$ cat src/rtl/olist_pkg.sv
package olist_pkg;

    localparam int CAPACITY = 32;
    localparam int IDX_W    = (CAPACITY > 1) ? $clog2(CAPACITY) : 1;
    localparam int LEN_W    = $clog2(CAPACITY + 1);

    typedef enum logic [3:0] {
        ACT_INS_FRONT = 4'd0,
        ACT_INS_AFTER = 4'd1,
        ACT_INS_BACK  = 4'd2,
        ACT_DEL_FRONT = 4'd3,
        ACT_DEL_KEY   = 4'd4,
        ACT_DEL_BACK  = 4'd5,
        ACT_SEARCH    = 4'd6,
        ACT_COUNT     = 4'd7,
        ACT_SUM       = 4'd8,
        ACT_DUMP      = 4'd9
    } action_t;

    localparam logic [1:0] ST_OK    = 2'd0;
    localparam logic [1:0] ST_EMPTY = 2'd1;
    localparam logic [1:0] ST_NOKEY = 2'd2;
    localparam logic [1:0] ST_FULL  = 2'd3;

    typedef struct packed {
        logic [3:0]         action;
        logic signed [31:0] key;
        logic signed [31:0] value;
    } req_t;

    typedef struct packed {
        logic [1:0]         status;
        logic signed [31:0] result_value;
        logic [6:0]         position;
        logic [6:0]         count;
        logic               last;
    } res_t;

    typedef enum logic [1:0] {
        CELL_HOLD,
        CELL_ROTATE,
        CELL_INSERT,
        CELL_DELETE
    } cell_op_t;

    typedef struct packed {
        cell_op_t           op;
        logic [IDX_W-1:0]   pos;
        logic signed [31:0] value;
    } cell_cmd_t;

endpackage

$ cat src/rtl/olist_cell.sv
module olist_cell
    import olist_pkg::*;
(
    input  logic               clk,
    input  cell_cmd_t          cmd,
    input  logic [IDX_W-1:0]   idx,
    input  logic signed [31:0] prev_val,
    input  logic signed [31:0] next_val,
    output logic signed [31:0] val
);

    logic signed [31:0] val_reg;
    logic signed [31:0] val_next;

    always_comb
    begin
        val_next = val_reg;
        case (cmd.op)
            CELL_ROTATE:
            begin
                val_next = next_val;
            end
            CELL_INSERT:
            begin
                if (idx == cmd.pos)
                begin
                    val_next = cmd.value;
                end
                else if (idx > cmd.pos)
                begin
                    val_next = prev_val;
                end
            end
            CELL_DELETE:
            begin
                if (idx >= cmd.pos)
                begin
                    val_next = next_val;
                end
            end
            default:
            begin
                val_next = val_reg;
            end
        endcase
    end

    always_ff @(posedge clk)
    begin
        val_reg <= val_next;
    end

    assign val = val_reg;

endmodule

$ cat src/rtl/olist_ctrl.sv
module olist_ctrl
    import olist_pkg::*;
(
    input  logic               clk,
    input  logic               rst_n,
    input  logic               start,
    input  req_t               req,
    input  logic signed [31:0] head_val,
    output logic               busy,
    output logic               done,
    output res_t               result,
    output cell_cmd_t          cmd
);

    typedef enum logic [1:0] {
        S_IDLE,
        S_SCAN,
        S_FINISH
    } state_t;

    state_t             state_reg, state_next;
    logic [LEN_W-1:0]   len_reg, len_next;
    logic [IDX_W-1:0]   step_reg, step_next;
    logic [3:0]         act_reg, act_next;
    logic signed [31:0] key_reg, key_next;
    logic signed [31:0] val_reg, val_next;
    logic               found_reg, found_next;
    logic [IDX_W-1:0]   fpos_reg, fpos_next;
    logic               pend_valid_reg, pend_valid_next;
    logic signed [31:0] pend_val_reg, pend_val_next;
    logic [IDX_W-1:0]   pend_pos_reg, pend_pos_next;
    logic signed [31:0] acc_reg, acc_next;
    logic               done_reg, done_next;
    res_t               res_reg, res_next;

    logic               full;
    logic               empty;
    logic               in_range;
    logic               match;
    logic [6:0]         len7;

    function automatic res_t make_res(input logic [1:0] st, input logic signed [31:0] v,
                                      input logic [6:0] pos, input logic [6:0] cnt,
                                      input logic lst);
        res_t r;
        r.status       = st;
        r.result_value = v;
        r.position     = pos;
        r.count        = cnt;
        r.last         = lst;
        return r;
    endfunction

    assign full     = (len_reg == LEN_W'(CAPACITY));
    assign empty    = (len_reg == '0);
    assign len7     = 7'(len_reg);
    assign in_range = (LEN_W'(step_reg) < len_reg);
    assign match    = in_range && (head_val == key_reg);

    always_comb
    begin
        state_next      = state_reg;
        len_next        = len_reg;
        step_next       = step_reg;
        act_next        = act_reg;
        key_next        = key_reg;
        val_next        = val_reg;
        found_next      = found_reg;
        fpos_next       = fpos_reg;
        pend_valid_next = pend_valid_reg;
        pend_val_next   = pend_val_reg;
        pend_pos_next   = pend_pos_reg;
        acc_next        = acc_reg;
        done_next       = 1'b0;
        res_next        = res_reg;
        cmd.op          = CELL_HOLD;
        cmd.pos         = '0;
        cmd.value       = req.value;

        case (state_reg)
            S_IDLE:
            begin
                if (start)
                begin
                    done_next = 1'b1;
                    res_next  = make_res(ST_OK, '0, '0, len7, 1'b1);
                    case (req.action)
                        ACT_INS_FRONT:
                        begin
                            if (full)
                            begin
                                res_next.status = ST_FULL;
                            end
                            else
                            begin
                                cmd.op         = CELL_INSERT;
                                cmd.pos        = '0;
                                len_next       = len_reg + LEN_W'(1);
                                res_next.count = len7 + 7'd1;
                            end
                        end
                        ACT_INS_BACK:
                        begin
                            if (full)
                            begin
                                res_next.status = ST_FULL;
                            end
                            else
                            begin
                                cmd.op            = CELL_INSERT;
                                cmd.pos           = len_reg[IDX_W-1:0];
                                len_next          = len_reg + LEN_W'(1);
                                res_next.position = len7;
                                res_next.count    = len7 + 7'd1;
                            end
                        end
                        ACT_DEL_FRONT:
                        begin
                            if (empty)
                            begin
                                res_next.status = ST_EMPTY;
                            end
                            else
                            begin
                                cmd.op         = CELL_DELETE;
                                cmd.pos        = '0;
                                len_next       = len_reg - LEN_W'(1);
                                res_next.count = len7 - 7'd1;
                            end
                        end
                        ACT_DEL_BACK:
                        begin
                            if (empty)
                            begin
                                res_next.status = ST_EMPTY;
                            end
                            else
                            begin
                                len_next          = len_reg - LEN_W'(1);
                                res_next.position = len7 - 7'd1;
                                res_next.count    = len7 - 7'd1;
                            end
                        end
                        ACT_INS_AFTER, ACT_DEL_KEY, ACT_SEARCH, ACT_DUMP, ACT_SUM:
                        begin
                            if (empty)
                            begin
                                if (req.action != ACT_SUM)
                                begin
                                    res_next.status = ST_EMPTY;
                                end
                            end
                            else
                            begin
                                done_next       = 1'b0;
                                state_next      = S_SCAN;
                                act_next        = req.action;
                                key_next        = req.key;
                                val_next        = req.value;
                                step_next       = '0;
                                found_next      = 1'b0;
                                pend_valid_next = 1'b0;
                                acc_next        = '0;
                            end
                        end
                        default:
                        begin
                            res_next = make_res(ST_OK, '0, '0, len7, 1'b1);
                        end
                    endcase
                end
            end
            S_SCAN:
            begin
                cmd.op = CELL_ROTATE;
                case (act_reg)
                    ACT_SEARCH:
                    begin
                        if (match)
                        begin
                            if (pend_valid_reg)
                            begin
                                done_next = 1'b1;
                                res_next  = make_res(ST_OK, pend_val_reg, 7'(pend_pos_reg),
                                                     len7, 1'b0);
                            end
                            pend_valid_next = 1'b1;
                            pend_val_next   = head_val;
                            pend_pos_next   = step_reg;
                        end
                    end
                    ACT_DUMP:
                    begin
                        if (in_range)
                        begin
                            done_next = 1'b1;
                            res_next  = make_res(ST_OK, head_val, 7'(step_reg), len7,
                                                 (LEN_W'(step_reg) + LEN_W'(1)) == len_reg);
                        end
                    end
                    ACT_SUM:
                    begin
                        if (in_range)
                        begin
                            acc_next = acc_reg + head_val;
                        end
                    end
                    ACT_INS_AFTER, ACT_DEL_KEY:
                    begin
                        if (match && !found_reg)
                        begin
                            found_next = 1'b1;
                            fpos_next  = step_reg;
                        end
                    end
                    default:
                    begin
                        found_next = found_reg;
                    end
                endcase
                if (step_reg == IDX_W'(CAPACITY - 1))
                begin
                    step_next  = '0;
                    state_next = S_FINISH;
                end
                else
                begin
                    step_next = step_reg + IDX_W'(1);
                end
            end
            S_FINISH:
            begin
                state_next = S_IDLE;
                cmd.value  = val_reg;
                res_next   = make_res(ST_OK, '0, '0, len7, 1'b1);
                case (act_reg)
                    ACT_SEARCH:
                    begin
                        done_next = 1'b1;
                        if (pend_valid_reg)
                        begin
                            res_next = make_res(ST_OK, pend_val_reg, 7'(pend_pos_reg),
                                                len7, 1'b1);
                        end
                        else
                        begin
                            res_next.status = ST_NOKEY;
                        end
                    end
                    ACT_SUM:
                    begin
                        done_next             = 1'b1;
                        res_next.result_value = acc_reg;
                    end
                    ACT_INS_AFTER:
                    begin
                        done_next = 1'b1;
                        if (!found_reg)
                        begin
                            res_next.status = ST_NOKEY;
                        end
                        else if (full)
                        begin
                            res_next.status = ST_FULL;
                        end
                        else
                        begin
                            cmd.op            = CELL_INSERT;
                            cmd.pos           = fpos_reg + IDX_W'(1);
                            len_next          = len_reg + LEN_W'(1);
                            res_next.position = 7'(fpos_reg) + 7'd1;
                            res_next.count    = len7 + 7'd1;
                        end
                    end
                    ACT_DEL_KEY:
                    begin
                        done_next = 1'b1;
                        if (!found_reg)
                        begin
                            res_next.status = ST_NOKEY;
                        end
                        else
                        begin
                            cmd.op            = CELL_DELETE;
                            cmd.pos           = fpos_reg;
                            len_next          = len_reg - LEN_W'(1);
                            res_next.position = 7'(fpos_reg);
                            res_next.count    = len7 - 7'd1;
                        end
                    end
                    default:
                    begin
                        done_next = 1'b0;
                    end
                endcase
            end
            default:
            begin
                state_next = S_IDLE;
            end
        endcase
    end

    always_ff @(posedge clk or negedge rst_n)
    begin
        if (!rst_n)
        begin
            state_reg      <= S_IDLE;
            len_reg        <= '0;
            step_reg       <= '0;
            act_reg        <= '0;
            key_reg        <= '0;
            val_reg        <= '0;
            found_reg      <= 1'b0;
            fpos_reg       <= '0;
            pend_valid_reg <= 1'b0;
            pend_val_reg   <= '0;
            pend_pos_reg   <= '0;
            acc_reg        <= '0;
            done_reg       <= 1'b0;
            res_reg        <= '0;
        end
        else
        begin
            state_reg      <= state_next;
            len_reg        <= len_next;
            step_reg       <= step_next;
            act_reg        <= act_next;
            key_reg        <= key_next;
            val_reg        <= val_next;
            found_reg      <= found_next;
            fpos_reg       <= fpos_next;
            pend_valid_reg <= pend_valid_next;
            pend_val_reg   <= pend_val_next;
            pend_pos_reg   <= pend_pos_next;
            acc_reg        <= acc_next;
            done_reg       <= done_next;
            res_reg        <= res_next;
        end
    end

    assign busy   = (state_reg != S_IDLE);
    assign done   = done_reg;
    assign result = res_reg;

endmodule

$ cat src/rtl/ordered_list_engine_top.sv
// channel   | ports                 | handshake
// ----------+-----------------------+------------------------------------------
// request   | start, busy, req      | taken at a rising edge with start && !busy
// result    | done, result          | one cycle per result, marked by done
//
// Front/back insert, front/back delete, count, sum of an empty list and any
// request that fails at once: answered in the next cycle, a new request may follow directly.
// Insert-after, delete-by-key, search, sum and dump on a non-empty list:
// the accept cycle, one full turn of the cell ring (one element past the
// head per cycle) and a closing cycle; busy is high for the turn and the
// closing cycle. Dump results stream out during the turn; search holds
// each match back one hit and gives its last result after the closing cycle.
// Reset clears the length and the control state; cell contents stay undefined.
// The receiver cannot stall: done is high for exactly one cycle per result.
module ordered_list_engine_top
    import olist_pkg::*;
(
    input  logic clk,
    input  logic rst_n,
    input  logic start,
    input  req_t req,
    output logic busy,
    output logic done,
    output res_t result
);

    logic signed [31:0] cell_val [CAPACITY];
    cell_cmd_t          cmd;

    olist_ctrl u_ctrl (
        .clk      (clk),
        .rst_n    (rst_n),
        .start    (start),
        .req      (req),
        .head_val (cell_val[0]),
        .busy     (busy),
        .done     (done),
        .result   (result),
        .cmd      (cmd)
    );

    for (genvar i = 0; i < CAPACITY; i++)
    begin : g_cell
        olist_cell u_cell (
            .clk      (clk),
            .cmd      (cmd),
            .idx      (IDX_W'(i)),
            .prev_val (cell_val[(i + CAPACITY - 1) % CAPACITY]),
            .next_val (cell_val[(i + 1) % CAPACITY]),
            .val      (cell_val[i])
        );
    end

endmodule

$ cat config.mk
export PLATFORM = sky130hd
export DESIGN_NAME = ordered_list_engine_top
export DESIGN_NICKNAME = d
export VERILOG_FILES = /design/src/rtl/olist_pkg.sv /design/src/rtl/olist_cell.sv /design/src/rtl/olist_ctrl.sv /design/src/rtl/ordered_list_engine_top.sv
export SDC_FILE = /design/constraint.sdc
export NUM_CORES = 2
export LEC_CHECK = 0
export ABC_AREA = 1
export BUFFER_PORTS_ARGS = -buffer_cell sky130_fd_sc_hd__buf_2
export CAP_MARGIN = 10
export CORE_AREA = 2 2 387 389
export CTS_BUF_LIST = sky130_fd_sc_hd__clkbuf_4 sky130_fd_sc_hd__clkbuf_8
export CTS_CLUSTER_DIAMETER = 40
export DETAILED_ROUTE_END_ITERATION = 8
export DIE_AREA = 0 0 389 391
export PLACE_DENSITY = 0.69
export SETUP_SLACK_MARGIN = 0.4
export SLEW_MARGIN = 20
export SYNTH_ARGS = -nofsm -noshare
export SYNTH_HDL_FRONTEND = slang
export SYNTH_SLANG_ARGS = --single-unit
$ cat constraint.sdc
create_clock -name clk -period 9.4 [get_ports clk]
set_clock_uncertainty 0.1 [all_clocks]
set_input_delay 0 -clock clk [delete_from_list [all_inputs] [get_ports clk]]
set_output_delay 0 -clock clk [all_outputs]
set_load 0.01 [all_outputs]
Word-level counts from Yosys, hierarchy flattened --
Cells that the tools add are included.
Word-level totals: flip-flop bits (word level) 1231, bits in latches 0, memory bits (writable) 0, ROM bits 0, input port bits 71, output and inout bits 51, logic and storage cells 531, memories kept 0
Operators by class: add/sub/neg operators 9, multiply operators 0, div/mod/pow operators 0, order comparisons 65, equal/unequal tests 137, shifts and indexed selects 0, muxes and demuxes 210, bitwise operators 1, reduce and logical (&&, ||, !) cells 59
Operator list (number):
- $mux W32 | 102
- $pmux W32 S3 | 32
- $mux W49 | 4
- $pmux W49 S3 | 1
- $pmux W32 S2 | 2
- $reduce_and A3 Y1 | 34
- $pmux W49 S2 | 1
- $ne A3 B1 Y1 const B | 32
- $eq A5 B5 Y1 const A | 16
- $ge A5 B5 Y1 const A | 16
- $gt A5 B5 Y1 const A | 16
- $ne A2 B1 Y1 const B | 36
- $mux W7 | 9
- $mux W47 | 1
- $mux W14 | 3
- $pmux W14 S3 | 1
- $eq A4 B5 Y1 const A | 8
- $ge A4 B5 Y1 const A | 8
- $gt A4 B5 Y1 const A | 8
- $pmux W6 S2 | 3
- $add A32 B32 Y32 | 1
- $eq A32 B32 Y1 | 1
- $mux W6 | 5
- $pmux W7 S2 | 2
- other kinds (56) | 139

Logic depth before layout (Yosys ltp) --
word-level depth 9, mapped depth 18, mapped depth without buffers 16

Modules after synthesis --
Synthesis repeated with hierarchy kept, for this count alone.
Unflattened totals: cells, all modules 11513, area total of the unflattened synthesis 82789.4 µm²
Modules (own cells, without submodules):
- olist_cell | times used 32, cells an instance 300, area each 2168.3 µm², seq. area each 960.9 µm²
- olist_ctrl | times used 1, cells an instance 1911, area each 13395.3 µm², seq. area each 5180.0 µm²
- ordered_list_engine_top | times used 1, cells an instance 2, area each 7.5 µm², seq. area each 0.0 µm²

Least setup slack after synthesis --
No wires, ideal clock.
path kind flip-flop to flip-flop, from register u_ctrl.len_reg[1], to register g_cell[16].u_cell.val_reg[0], enable pin, setup time 0.432 ns, arrival time 4.250 ns, data required time 8.868 ns, slack 4.618 ns, stages on the path, launching flop included 13, path buffers 1, clock period less this slack 4.782 ns, path through dfrtp_1 clkinv_1 ha_1 nand2_4 nor2_8 nor2_2 inv_2 o21ai_1 o21ai_1 nand2_1 inv_2 buf_2 a21oi_1
On the way: word-level cells in the longest chain between the ends 8, elaborated cells on any way between the ends 22, classes of those cells 2 x order compare; 7 x eq/ne; 10 x mux; 3 x reduce/logical
RTL lines:
- start: declaration | RTL line olist_ctrl.sv:22 | logic [LEN_W-1:0] len_reg, len_next;
- start signal: assignment | RTL line olist_ctrl.sv:326 | len_reg <= len_next;
- $eq A6 B6 Y1 / $logic_not A6 Y1 (equally long branches) | RTL line olist_ctrl.sv:54, olist_ctrl.sv:55
- $mux W7 (on tied branches)
- $pmux W7 S3 / $mux W7 (equally long branches) | RTL line olist_ctrl.sv:87, olist_ctrl.sv:258
- $mux W7 / $pmux W7 S2 (equally long branches) | RTL line olist_ctrl.sv:83, olist_ctrl.sv:236
- $pmux W5 S2 / $pmux W2 S3 (equally long branches) | RTL line olist_ctrl.sv:80 | case (state_reg)
- $gt A5 B5 Y1, or another cell as far along | RTL line olist_cell.sv:29 | else if (idx > cmd.pos)
- $ne A3 B1 Y1 (no line), or another cell as far along
- $reduce_and A3 Y1 (no line) (*)
- end signal: assignment | RTL line olist_cell.sv:50 | val_reg <= val_next;
- end: declaration | RTL line olist_cell.sv:12 | logic signed [31:0] val_reg;
Mark *: on every way between the ends. The rest lies on a longest branch, timed or not. A chain may end at the register's enable or synchronous reset.

Final worst setup path --
from register u_ctrl.len_reg[0], to register g_cell[20].u_cell.val_reg[22] (data pin)
On the way: word-level cells in the longest chain between the ends 8, elaborated cells on any way between the ends 18, classes of those cells 5 x eq/ne; 12 x mux; 1 x reduce/logical
RTL lines:
- $eq A6 B6 Y1 | RTL line olist_ctrl.sv:54 | assign full = (len_reg == LEN_W'(CAPACITY));
- $mux W7 (on tied branches) | RTL line olist_ctrl.sv:104, olist_ctrl.sv:262
- $pmux W7 S3 / $mux W7 (equally long branches) | RTL line olist_ctrl.sv:87, olist_ctrl.sv:258
- $mux W7 / $pmux W7 S2 (equally long branches) | RTL line olist_ctrl.sv:83, olist_ctrl.sv:236
- $pmux W5 S2 | RTL line olist_ctrl.sv:80
- $eq A5 B5 Y1 | RTL line olist_cell.sv:25 | if (idx == cmd.pos)
- $mux W32 | RTL line olist_cell.sv:25
- $pmux W32 S3 (*) | RTL line olist_cell.sv:18 | case (cmd.op)
- net g_cell[20].u_cell.val_next[22] | RTL line olist_cell.sv:13 | logic signed [31:0] val_next;
- end signal: assignment | RTL line olist_cell.sv:50
- end: declaration | RTL line olist_cell.sv:12
The timed path passes the listed nets; every way through them passes the cells marked *.

==> flow_summary_export.csv <==
group,metric,value,unit
logic_synthesis,syn_nets,10036,
route,drt-total-wl,267000,µm
clock_tree,post_cts_resized,0,
global_route,grt_usage,34.2,%
timing,fin_ws,3.70,ns
global_route,grt_pass1_vias,64086,
logic_synthesis,yosys_register_bits,1231,
timing,setup-tns-final,0,ns
layout,final_area,81800,µm²
critical_path,end_kind,"flop",
logic_synthesis,synth_top_flop_cell,"edfxtp_1",
floorplanning,row_count,142,
route,ant_nets,0,
global_route,grt_start_max_net_pins,244,
placement,gp_congestion,0.957,
critical_path,crit_chain,"inv_1 -> ha_1 -> nand2_4 -> nor2_2 -> inv_1 -> nand3_1 -> nand2_1 -> nor2_1 -> nor2_2 -> buf_4 -> nand2_8 -> clkinv_8 -> buf_12 -> nand3_1 -> nand2_1",
route,drc,0,
critical_path,start_kind,"flop",
logic_synthesis,syn_inst,9916,
power_and_ir_drop,p_leak,0.0399,µW
timing,final_max_slew_viol_count,0,
timing,finalCritPeriodShare,60.7,%
route,wl_per_cell,22.3,µm
job,drv_cap,0,
clock_tree,clk_pin_slew,0.06,ns
timing,rsz0062_at_grt,"no",
timing,timing.fmax,175,MHz
status,outcome,"finished, final reports clean",
layout,largest_reg_flops,1024,
placement,place_hpwl,168000,µm
logic_synthesis,yosys_warnings,0,
route,vias_per_cell,5.77,
critical_path,critPathMaxStageDelay,0.73,ns
placement,dp_worst_setup_slack,3.82,ns
clock_tree,cts-root-buf,"clkbuf_8",
logic_synthesis,synth.area.top_cells,"edfxtp_1 (42%), nand2_1 (22%), nand3_1 (11%)",
route,firstDrtPassIters,7,
logic_synthesis,yosys.area.top_type_share,41.8,%
layout,drive_gt1_share,8.44,%
hold_path,hp-class,"in2reg",
timing,min_period,5.70,ns
critical_path,crit_fanout,186,
global_route,gr-total-overflow,0,
logic_synthesis,synth_largest_area_cell,"edfxtp_1",
logic_synthesis,ys_seq_area_share,48.8,%
logic_synthesis,synth-edff-count,1024,
layout,fin_cells,11959,
floorplanning,die_area,152000,µm²
clock_tree,htree_levels,4,
placement,portBuffers,121,
layout,syn_to_final_growth,11.2,%
clock_tree,cts_tree,"built",
timing,setup_violations,0,
logic_synthesis,async_flop_share,16.8,%
logic_synthesis,syn-cell-area,73600,µm²
critical_path,slowest_stage,"clkinv_8",
layout,nets,9950,
power_and_ir_drop,ir_drop,0.000250,V
route,first_iter_violations,9642,
clock_tree,cts_num_sinks,1231,
critical_path,required,9.97,ns
placement,post-place-cells,11394,
timing,relSlewSlack,4.34,%
timing,hold_violations,0,
timing,tightest_slew,1.43,ns
route,via_count,68947,
critical_path,arrival,6.28,ns
clock_tree,cts_made_buffers,230,
logic_synthesis,syn_area_per_cell,7.42,µm²
clock_tree,cts.path.max_buffers,3,
floorplanning,core_area,149000,µm²
clock_tree,worstSkewPairLatency,1.01,ns
floorplanning,start_util,49.5,%
global_route,grt_pass1_wl,401000,µm
power_and_ir_drop,p_per_area,354,nW/µm²
logic_synthesis,ys_types,54,
critical_path,critPathKind,"reg2reg",
placement,dpl_cell_area,75300,µm²
global_route,antenna_found_initial,6,
floorplanning,io_pins,122,
floorplanning,chipWidth,389,µm
floorplanning,fp.dieH,391,µm
## final timing paths
path                                   startpoint                        end  slack, ns  depth (start not counted)
worst min register to register  u_ctrl.result[25]          u_ctrl.result[25]       0.37                          2
max in group asynchronous                   rst_n         u_ctrl.val_reg[25]       8.32                          5
worst max-delay path            u_ctrl.len_reg[0]  g_cell[20].u_cell.val[22]       3.70                         15
worst min-delay path                      req[67]           u_ctrl.result[7]       0.13                          7
worst max register to register  u_ctrl.len_reg[0]  g_cell[20].u_cell.val[22]       3.70                         15
min in group asynchronous                   rst_n          u_ctrl.result[30]       0.14                          4
## cell usage in the layout, fill, tap and decap left out, types with 28 or more instances in the layout
master	synthesis	final
a21oi_1	124	108
a31oi_1	34	29
buf_2	286	120
buf_4	55	130
clkbuf_4	0	80
clkbuf_8	0	241
clkinv_1	3	34
dfrtp_1	207	207
dlygate4sd3_1	0	140
edfxtp_1	1024	1024
ha_1	48	47
inv_1	1089	1087
nand2_1	4242	4236
nand3_1	1614	1610
nand4_1	247	247
nor2_1	115	104
o21ai_0	199	166
o21ai_4	0	32
or2_2	33	33
xor2_1	28	28
## critical path, delay by kind of cell, from the launching register on
kind | cells | cell delay (ns)
fa+ha+maj | 1 | 0.30
buf+inv | 5 | 1.95
flops | 1 | 0.46
simple gates | 9 | 2.02
## cells by family (layout without fill, tap and decap cells)
kind of cell               Yosys count  count (layout)  share of synthesized area (%)
AOI/OAI and AO/OA                  402             402                           2.98
xor gates and xnor gates            54              54                          0.643
adders and majority gates           49              49                          0.843
buffers and inverters             1844            1938                           10.2
DFF                               1231            1231                           48.8
other                                0               5                              0
and+or+nand+nor                   6336            6336                           36.5
## where the power goes
part           internal [µW]  switching [µW]
clock                   3150            2480
combinational           3160            7940
sequential             10200            2060
total                  16500           12500
## cells in the mapped netlist, drive strengths merged (33+ instances only)
master / n
a21oi: 125
inv: 1108
buf: 383
nand4: 247
dfrtp: 207
edfxtp: 1024
o21ai: 202
nor2: 146
nand2: 4260
clkbuf: 350
or2: 33
ha: 48
nand3: 1621
a31oi: 34
## area by class of cell
| cell class | count | area, µm² |
|---|---|---|
| Timing Repair Buffer | 415 | 3530 |
| Fill cell | 14002 | 66700 |
| Clock buffer | 321 | 3920 |
| Clock inverter | 91 | 936 |
| Multi-Input combinational cell | 6841 | 30900 |
| Tap cell | 1944 | 2430 |
| Inverter | 1111 | 4190 |
| Antenna cell | 5 | 12.5 |
| Sequential cell | 1231 | 35900 |
## stage by stage
step           util [%]  total power [µW]  hold slack [ns]
2_1_floorplan         -             18300           -0.396
3_3_place_gp       50.6             22500          -0.0289
3_5_place_dp       50.7             22800          -0.0288
4_1_cts            55.0             28500           0.0324
5_1_grt            55.1             30500            0.153
6_report           55.1             29000            0.133
## repair_timing
action / CTS / global route
endpoints found under the hold margin: 1236 / 0
hold buffers: 141 / 0
buffers inserted: 0 / 0
## metal layers
| metal | vias to the layer above | track usage [%] | part of all wire (%) |
|---|---|---|---|
| met3 | 690 | 7.96 | 12 |
| met2 | 4620 | 48.9 | 42 |
| li1 | 31715 | - | - |
| met1 | 31914 | 47.8 | 40 |
| met5 | - | 0 | 0.020 |
| met4 | 8 | 19.0 | 6.0 |
No activity file was read; power rests on OpenSTA's default activity.
